**src/sv/ddpt_pkg.sv**
```systemverilog
// ----------------------------------------------------------------------------
// ddpt_pkg
// Shared defaults for the drawdown period tracker and its checker.
// ----------------------------------------------------------------------------
package ddpt_pkg;

  localparam int EQUITY_BITS_DEF = 48;
  localparam int FRAC_BITS_DEF   = 16;
  localparam int COUNT_BITS_DEF  = 32;

endpackage

```
**src/sv/drawdown_period_tracker.sv**
```systemverilog
// ----------------------------------------------------------------------------
// drawdown_period_tracker
// Running-peak drawdown per bar in Q1.FRAC_BITS, drawdown period length and
// period peak, and series maximum drawdown.
// ----------------------------------------------------------------------------
//  channel | ports                                     | handshake
//  --------+-------------------------------------------+-------------------
//  input   | in_equity_value, in_series_end            | in_valid / in_stall
//  result  | out_drawdown_frac, out_period_closed,     | out_valid / out_stall
//          | out_period_length, out_period_peak_drawdown,
//          | out_series_max_drawdown, out_last_of_series
//
// A transaction is accepted in the idle state, then passes the prep state,
// FRAC_BITS + 1 steps of the shared restoring subtract/compare unit and the
// update state. A zero peak skips the division. in_stall is high from
// acceptance until the sequencer is idle again.
// The result sits in an output register; the next transaction is accepted
// while it waits, and the update cycle holds until that register is free.
// Reset (rst_n low, synchronous) clears all series state; no clearing pass.
// ----------------------------------------------------------------------------
module drawdown_period_tracker
  import ddpt_pkg::*;
#(
  parameter int EQUITY_BITS = EQUITY_BITS_DEF,
  parameter int FRAC_BITS   = FRAC_BITS_DEF,
  parameter int COUNT_BITS  = COUNT_BITS_DEF
) (
  input  logic                   clk,
  input  logic                   rst_n,
  input  logic                   in_valid,
  output logic                   in_stall,
  input  logic [EQUITY_BITS-1:0] in_equity_value,
  input  logic                   in_series_end,
  output logic                   out_valid,
  input  logic                   out_stall,
  output logic [FRAC_BITS:0]     out_drawdown_frac,
  output logic                   out_period_closed,
  output logic [COUNT_BITS-1:0]  out_period_length,
  output logic [FRAC_BITS:0]     out_period_peak_drawdown,
  output logic [FRAC_BITS:0]     out_series_max_drawdown,
  output logic                   out_last_of_series
);

  localparam int CW = $clog2(FRAC_BITS + 1);
  localparam logic [CW-1:0]         LAST_STEP = CW'(FRAC_BITS);
  localparam logic [FRAC_BITS:0]    DD_ONE    = {1'b1, {FRAC_BITS{1'b0}}};
  localparam logic [COUNT_BITS-1:0] CNT_MAX   = '1;
  localparam logic [COUNT_BITS-1:0] CNT_ONE   = COUNT_BITS'(1);

  localparam logic [1:0] ST_IDLE = 2'd0;
  localparam logic [1:0] ST_PREP = 2'd1;
  localparam logic [1:0] ST_DIV  = 2'd2;
  localparam logic [1:0] ST_UPD  = 2'd3;

  logic [1:0]             state_r, state_nxt;
  logic [CW-1:0]          cnt_r, cnt_nxt;
  logic [EQUITY_BITS-1:0] eq_r, eq_nxt;
  logic                   last_r, last_nxt;
  logic [EQUITY_BITS:0]   rem_r, rem_nxt;
  logic [FRAC_BITS:0]     quo_r, quo_nxt;

  logic [EQUITY_BITS-1:0] peak_r, peak_nxt;
  logic                   first_r, first_nxt;
  logic [COUNT_BITS-1:0]  bars_r, bars_nxt;
  logic [FRAC_BITS:0]     open_pk_r, open_pk_nxt;
  logic [FRAC_BITS:0]     max_dd_r, max_dd_nxt;

  logic                   out_valid_r, out_valid_nxt;
  logic [FRAC_BITS:0]     o_dd_r, o_dd_nxt;
  logic                   o_closed_r, o_closed_nxt;
  logic [COUNT_BITS-1:0]  o_len_r, o_len_nxt;
  logic [FRAC_BITS:0]     o_ppk_r, o_ppk_nxt;
  logic [FRAC_BITS:0]     o_max_r, o_max_nxt;
  logic                   o_last_r, o_last_nxt;

  // shared subtract/compare unit
  logic                   sub_ge;
  logic [EQUITY_BITS:0]   sub_res;
  logic [EQUITY_BITS-1:0] prep_peak;
  logic                   is_zero;
  logic                   out_free;
  logic [FRAC_BITS:0]     open_upd;

  assign in_stall = (state_r != ST_IDLE);
  assign out_free = !out_valid_r || !out_stall;

  always_comb begin
    sub_ge  = (rem_r >= {1'b0, peak_r});
    sub_res = sub_ge ? (rem_r - {1'b0, peak_r}) : rem_r;
  end

  always_comb begin
    if (first_r || eq_r > peak_r) begin
      prep_peak = eq_r;
    end else begin
      prep_peak = peak_r;
    end
    is_zero  = (peak_r != '0) && (eq_r == peak_r);
    open_upd = (quo_r > open_pk_r) ? quo_r : open_pk_r;
  end

  always_comb begin
    state_nxt     = state_r;
    cnt_nxt       = cnt_r;
    eq_nxt        = eq_r;
    last_nxt      = last_r;
    rem_nxt       = rem_r;
    quo_nxt       = quo_r;
    peak_nxt      = peak_r;
    first_nxt     = first_r;
    bars_nxt      = bars_r;
    open_pk_nxt   = open_pk_r;
    max_dd_nxt    = max_dd_r;
    out_valid_nxt = out_valid_r && out_stall;
    o_dd_nxt      = o_dd_r;
    o_closed_nxt  = o_closed_r;
    o_len_nxt     = o_len_r;
    o_ppk_nxt     = o_ppk_r;
    o_max_nxt     = o_max_r;
    o_last_nxt    = o_last_r;

    case (state_r)
      ST_IDLE: begin
        if (in_valid) begin
          eq_nxt    = in_equity_value;
          last_nxt  = in_series_end;
          state_nxt = ST_PREP;
        end
      end
      ST_PREP: begin
        peak_nxt = prep_peak;
        if (first_r) begin
          bars_nxt    = '0;
          open_pk_nxt = '0;
          max_dd_nxt  = '0;
          first_nxt   = 1'b0;
        end
        rem_nxt = {1'b0, prep_peak - eq_r};
        quo_nxt = '0;
        cnt_nxt = '0;
        if (prep_peak == '0) begin
          quo_nxt   = DD_ONE;
          state_nxt = ST_UPD;
        end else begin
          state_nxt = ST_DIV;
        end
      end
      ST_DIV: begin
        quo_nxt = {quo_r[FRAC_BITS-1:0], sub_ge};
        rem_nxt = {sub_res[EQUITY_BITS-1:0], 1'b0};
        cnt_nxt = cnt_r + CW'(1);
        if (cnt_r == LAST_STEP) begin
          state_nxt = ST_UPD;
        end
      end
      ST_UPD: begin
        if (out_free) begin
          o_dd_nxt     = quo_r;
          o_max_nxt    = (quo_r > max_dd_r) ? quo_r : max_dd_r;
          max_dd_nxt   = o_max_nxt;
          o_closed_nxt = 1'b0;
          o_len_nxt    = '0;
          o_ppk_nxt    = '0;
          o_last_nxt   = last_r;
          if (bars_r != '0) begin
            open_pk_nxt = open_upd;
            if ((is_zero || last_r) && bars_r > CNT_ONE) begin
              o_closed_nxt = 1'b1;
              o_len_nxt    = bars_r;
              o_ppk_nxt    = open_upd;
            end
          end
          if (is_zero) begin
            bars_nxt    = CNT_ONE;
            open_pk_nxt = '0;
          end else if (bars_r != '0 && bars_r != CNT_MAX) begin
            bars_nxt = bars_r + CNT_ONE;
          end
          if (last_r) begin
            peak_nxt    = '0;
            first_nxt   = 1'b1;
            bars_nxt    = '0;
            open_pk_nxt = '0;
            max_dd_nxt  = '0;
          end
          out_valid_nxt = 1'b1;
          state_nxt     = ST_IDLE;
        end
      end
      default: begin
        state_nxt = ST_IDLE;
      end
    endcase
  end

  always_ff @(posedge clk) begin
    if (!rst_n) begin
      state_r     <= ST_IDLE;
      cnt_r       <= '0;
      peak_r      <= '0;
      first_r     <= 1'b1;
      bars_r      <= '0;
      open_pk_r   <= '0;
      max_dd_r    <= '0;
      out_valid_r <= 1'b0;
    end else begin
      state_r     <= state_nxt;
      cnt_r       <= cnt_nxt;
      peak_r      <= peak_nxt;
      first_r     <= first_nxt;
      bars_r      <= bars_nxt;
      open_pk_r   <= open_pk_nxt;
      max_dd_r    <= max_dd_nxt;
      out_valid_r <= out_valid_nxt;
    end
  end

  always_ff @(posedge clk) begin
    eq_r       <= eq_nxt;
    last_r     <= last_nxt;
    rem_r      <= rem_nxt;
    quo_r      <= quo_nxt;
    o_dd_r     <= o_dd_nxt;
    o_closed_r <= o_closed_nxt;
    o_len_r    <= o_len_nxt;
    o_ppk_r    <= o_ppk_nxt;
    o_max_r    <= o_max_nxt;
    o_last_r   <= o_last_nxt;
  end

  assign out_valid                = out_valid_r;
  assign out_drawdown_frac        = o_dd_r;
  assign out_period_closed        = o_closed_r;
  assign out_period_length        = o_len_r;
  assign out_period_peak_drawdown = o_ppk_r;
  assign out_series_max_drawdown  = o_max_r;
  assign out_last_of_series       = o_last_r;

endmodule

```
**config.mk**
```make
export PLATFORM = sky130hd
export DESIGN_NAME = drawdown_period_tracker
export DESIGN_NICKNAME = d
export VERILOG_FILES = /design/src/sv/ddpt_pkg.sv /design/src/sv/drawdown_period_tracker.sv
export SDC_FILE = /design/constraint.sdc
export NUM_CORES = 1
export LEC_CHECK = 0
export BUFFER_PORTS_ARGS = -buffer_cell sky130_fd_sc_hd__buf_2
export CAP_MARGIN = 10
export CORE_MARGIN = 5
export CORE_UTILIZATION = 45
export CTS_CLUSTER_DIAMETER = 80
export DETAILED_ROUTE_END_ITERATION = 10
export PLACE_DENSITY = 0.62
export REMOVE_ABC_BUFFERS = 1
export SYNTH_ARGS = -nofsm -noshare
export SYNTH_HDL_FRONTEND = slang
export SYNTH_SLANG_ARGS = --single-unit
export TNS_END_PERCENT = 5
```
**constraint.sdc**
```tcl
create_clock -name clk -period 6.95 [get_ports clk]
set_input_delay 1.0425 -clock clk [delete_from_list [all_inputs] [get_ports clk]]
set_output_delay 1.0425 -clock clk [all_outputs]
set_load 0.05 [all_outputs]
```
== After elaboration in Yosys (flattened, before gate mapping) ==
Index checks and enable logic that the tools add are counted.
Word-level totals
  bits in registers: 323
  output and inout bits: 87
Operators by class
  reduce and logical (&&, ||, !) cells: 24
  equality and inequality tests: 13
  mux-type cells: 37
  add/sub/neg operators: 4
  $lt $le $gt $ge: 5
Operator list (number)
  48-bit two-way mux: 4
  17-bit two-way mux: 10
  32-bit two-way mux: 5
  17-bit case mux with 2 select lines: 3
  49-bit case mux with 2 select lines: 1
  48-bit case mux with 2 select lines: 1
  48-bit subtractor: 2
  32-bit case mux with 2 select lines: 1
  49-bit by 48-bit greater-or-equal comparator with 1-bit output: 1
  48-bit == test: 1
  48-bit greater-than comparator: 1
  48-bit zero test: 1
  48-bit nonzero test: 1
  17-bit greater-than comparator: 2
  32-bit by 1-bit adder with 32-bit output, second input constant: 1
  32-bit by 1-bit greater-than comparator with 1-bit output, second input constant: 1
  32-bit inequality test, second input constant: 1
  32-bit nonzero test: 1
  2-bit inequality test, second input constant: 5
  5-bit case mux with 2 select lines: 1
  3-bit AND reduction: 3
  4-bit inequality test, second input constant: 2
  2-bit case mux with 4 select lines: 1
  4-bit AND reduction: 2
  other kinds (13): 31

== Depth between registers and ports, before layout ==
  word-level depth: 7
  gate-level depth with buffers: 25
  mapped depth without buffers: 25

== Least setup slack after synthesis ==
OpenSTA, ideal clock, no wires.
  path type: register -> register
  start point: register peak_r[1]
  end point: register rem_r[46], data pin
  setup slack: 1690 ps
  setup time: 271 ps
  arrival: 4989 ps
  clock period less this slack: 5260 ps
  stages on the path, launching flop included: 25
  path through: dfxtp_1 -> inv_1 -> ha_1 -> nor2b_1 -> o21ai_0 -> nand2b_1 -> a21oi_1 -> o21ai_1 -> a2111o_1 -> a211oi_1 -> nor2_1 -> clkbuf_1 -> mux2i_1 -> fa_1 -> a21o_1 -> a221oi_1 -> a21oi_1 -> o211a_1 -> o31ai_1 -> o21ai_1 -> a31oi_1 -> o21ai_1 -> o21ai_0 -> xor2_1 -> o211ai_1
On the way
  word-level cells in the longest chain between the ends: 5
Ends and longest elaborated chain
  start: declaration: line drawdown_period_tracker.sv:62  | logic [EQUITY_BITS-1:0] peak_r, peak_nxt;
  start signal: assignment: line drawdown_period_tracker.sv:209  | peak_r <= peak_nxt;
  48-bit greater-than comparator: line drawdown_period_tracker.sv:93  | if (first_r || eq_r > peak_r) begin
  1-bit logical OR: line drawdown_period_tracker.sv:93
  48-bit two-way mux: line drawdown_period_tracker.sv:93
  48-bit subtractor: line drawdown_period_tracker.sv:138  | rem_nxt = {1'b0, prep_peak - eq_r};
  49-bit case mux with 2 select lines (*): line drawdown_period_tracker.sv:122  | case (state_r)
  via rem_nxt[46]: line drawdown_period_tracker.sv:59  | logic [EQUITY_BITS:0] rem_r, rem_nxt;
  end signal: assignment: line drawdown_period_tracker.sv:221  | rem_r <= rem_nxt;
  end: declaration: line drawdown_period_tracker.sv:59
Mark *: on every way through the listed nets, which the timed path passes. The rest lies on a longest branch.
A chain may end at the register's enable or synchronous reset.

== Worst setup path in the final report ==
  start point: register peak_r[35]
  end point: register rem_r[46], data pin
Same word-level chain as after synthesis.

==> summary.txt <==
starting DRC count in detailed routing = 1235
crit path capture type = register
Post-Route WL = 55400 um
Synth Register Bits = 323
CTS tree = yes
DP HPWL = 41400 um
number of placement rows = 78
die height = 223 um
root buffer cell = clkbuf_16
Distinct cells, synth = 72
crit start category = register
pin count of the biggest net entering global routing = 86
PwrDens = 530 nW/um2
Synth area leader = edfxtp_1
Mean Syn Cell Area = 9.60 um2
Clk pin slew, worst setup/hold paths = 0.06 ns
drt via density = 5.70
P&R area growth vs syn = 12.8%
initial antenna violation count = 0
Hold Buf Count CTS = 0
FFs w/ async S/R, synth = 0%
worst min path class = reg2reg
final instance count without filler cells = 2872
global route overflow = 0
Critical path buffers and inverters = 3
WP data required = 7.22 ns
Cells after DPL = 2801
RSZ-0062 raised after global routing = false
kind of critical path = reg2reg
Final Cycle Share = 94.4%
Die Area = 49700 um2
MaxCap Viol Count = 0
Core Area = 45100 um2
vias in the first global route = 16100
Post-DRT Antenna Nets = 0
sequential element share of the synthesized area = 41.5%
Area contributors post-synth = edfxtp_1 29%, dfxtp_1 12%, ha_1 11%, mux2i_1 4.6%, a21o_1 3.9%
top cell type's share of synthesized area = 29.4%
Resized cells post-CTS = 0
Layout Utilization = 51.1%
EDFF count, synth = 200
main flop type after synthesis = edfxtp_1
Top delay family on crit path = compound AO/OA/AOI/OAI gates
GRT Total Usage = 21.7%
Top Ports = 140
Leakage Power = 0.00964 uW
Final Setup Violations = 0
Tmin final = 6.56 ns
vias = 16400
Worst Path Arrival = 6.83 ns
Crit Path Max Fanout = 25
highest routed layer = met4
M1 WL = 24700 um
WL/cell = 19.3 um
DRC = 0
Slew headroom = 23.7%
worst skew pair latency = 0.56 ns
Pre-Repair DR Iteration Count = 5
global-route wire length before repair = 87900 um
Worst path max stage delay = 0.79 ns
Syn Inst Count = 2126
CTS max path bufs = 3
Starting Density = 45.3%
Slew Viols, Final = 0
mapped cell area = 20400 um2
Met3 Wirelength = 3700 um
most common cell in the netlist = edfxtp_1
routability cong. = 0.912
Worst Max-Slew Pin Slew = 1.14 ns
Die Span X = 223 um
YS warnings = 0
postcts setup bufs = 0
DR WL met2 = 25700 um
share of layout cells above drive strength 1 = 10.7%
I/O Buffers = 139
Layout Skew = 0.0117 ns
n_diodes = 0
Nets = 2484
CTS Buf Count = 38
Hold Fails Final Rpt = 0
htree depth = 2
Clock Sink Count = 323
Max VDD drop = 0.295 mV
max frequency = 152 MHz
commonest cells in the netlist = 200 x edfxtp_1, 198 x nor2_1, 187 x ha_1
Setup TNS = 0 ns
status = finished, final reports clean
Crit-path slowest cell = nor2_4
==> per-layer routing <==
layer  global-route usage, %  vias up
met1                    29.4     7785
met5                       0        -
li1                        -     7997
met4                    5.77        0
met2                    36.3      511
met3                    3.68       87
==> final timing paths <==
kind / start / end / slack [ns] / cells past startpoint
min: max_dd_r[11]$_SDFFE_PN0P_ / max_dd_r[11]$_SDFFE_PN0P_ / 0.47 / 1
min reg2reg: max_dd_r[11]$_SDFFE_PN0P_ / max_dd_r[11]$_SDFFE_PN0P_ / 0.47 / 1
max: peak_r[35]$_SDFFE_PN0P_ / rem_r[46]$_DFFE_PP_ / 0.39 / 25
max reg2reg: peak_r[35]$_SDFFE_PN0P_ / rem_r[46]$_DFFE_PP_ / 0.39 / 25
==> placed cells by master (no fill, tap or decap), types with 10 or more instances in the layout <==
cell type / netlist / final
buf_2: 7 / 139
clkbuf_16: 0 / 39
edfxtp_1: 200 / 200
o21bai_1: 15 / 15
nor4_1: 39 / 39
nor3_1: 23 / 23
nand4_1: 44 / 44
a22o_1: 32 / 32
a22oi_1: 49 / 49
a21o_1: 105 / 105
o21a_1: 18 / 18
xor2_1: 50 / 50
nand2_1: 120 / 120
nand3_1: 32 / 32
mux2i_1: 94 / 94
a31oi_1: 11 / 11
a211oi_1: 16 / 16
o21ai_0: 65 / 64
buf_4: 3 / 18
xnor2_1: 69 / 69
nor2_1: 198 / 194
and3_1: 13 / 13
and4_1: 10 / 10
dfxtp_1: 123 / 123
nor2b_1: 18 / 17
nand2b_1: 20 / 20
and2_1: 50 / 50
ha_1: 187 / 185
o211ai_1: 25 / 25
inv_1: 168 / 166
o21ai_1: 43 / 42
a21oi_1: 132 / 131
==> metrics by stage <==
step	power, uW	setup slack (ns)	cell area, um2	hold WS [ns]
after floorplan	8230	-1.06	20100	0.442
after global placement	10000	0.666	21700	0.456
after detailed placement	10100	0.492	21700	0.454
after CTS	12200	0.478	23000	0.476
after global routing	13100	0.0169	23000	0.490
final	12200	0.392	23000	0.475
==> flip-flops by register name, summed over array words and instances (netlist names), 17 cells and up <==
signal / flops
out_drawdown_frac: 17
out_period_peak_drawdown: 17
max_dd_r: 17
peak_r: 48
eq_r: 48
out_series_max_drawdown: 17
open_pk_r: 17
rem_r: 49
out_period_length: 32
quo_r: 17
bars_r: 32
==> cell type report <==
| cell class | count | area [um2] |
|---|---|---|
| tap | 600 | 751 |
| multi-input combinational | 1553 | 11000 |
| inverter | 168 | 632 |
| timing repair buffer | 158 | 846 |
| fill | 4218 | 22100 |
| sequential | 323 | 8470 |
| clock buffer | 47 | 1020 |
| clock inverter | 23 | 273 |
==> where the power goes <==
group          internal, uW  switching (uW)  total (uW)  leakage, uW
sequential             2790             407        3190      0.00286
combinational          2640            4300        6950      0.00616
clock                  1230             834        2070     0.000621
total                  6660            5550       12200      0.00964
==> logic make-up (layout without fill, tap and decap cells) <==
kind of cell	count (synthesis)	after routing	share of synthesized area, %
AOI/OAI and AO/OA	559	559	18.2
xor gates and xnor gates	119	119	5.11
adders and majority gates	189	189	11.7
buffers and inverters	250	396	4.73
DFF	323	323	41.5
muxes	100	100	4.94
and+or+nand+nor	586	586	13.9
Power figures use the tool's default switching activity.
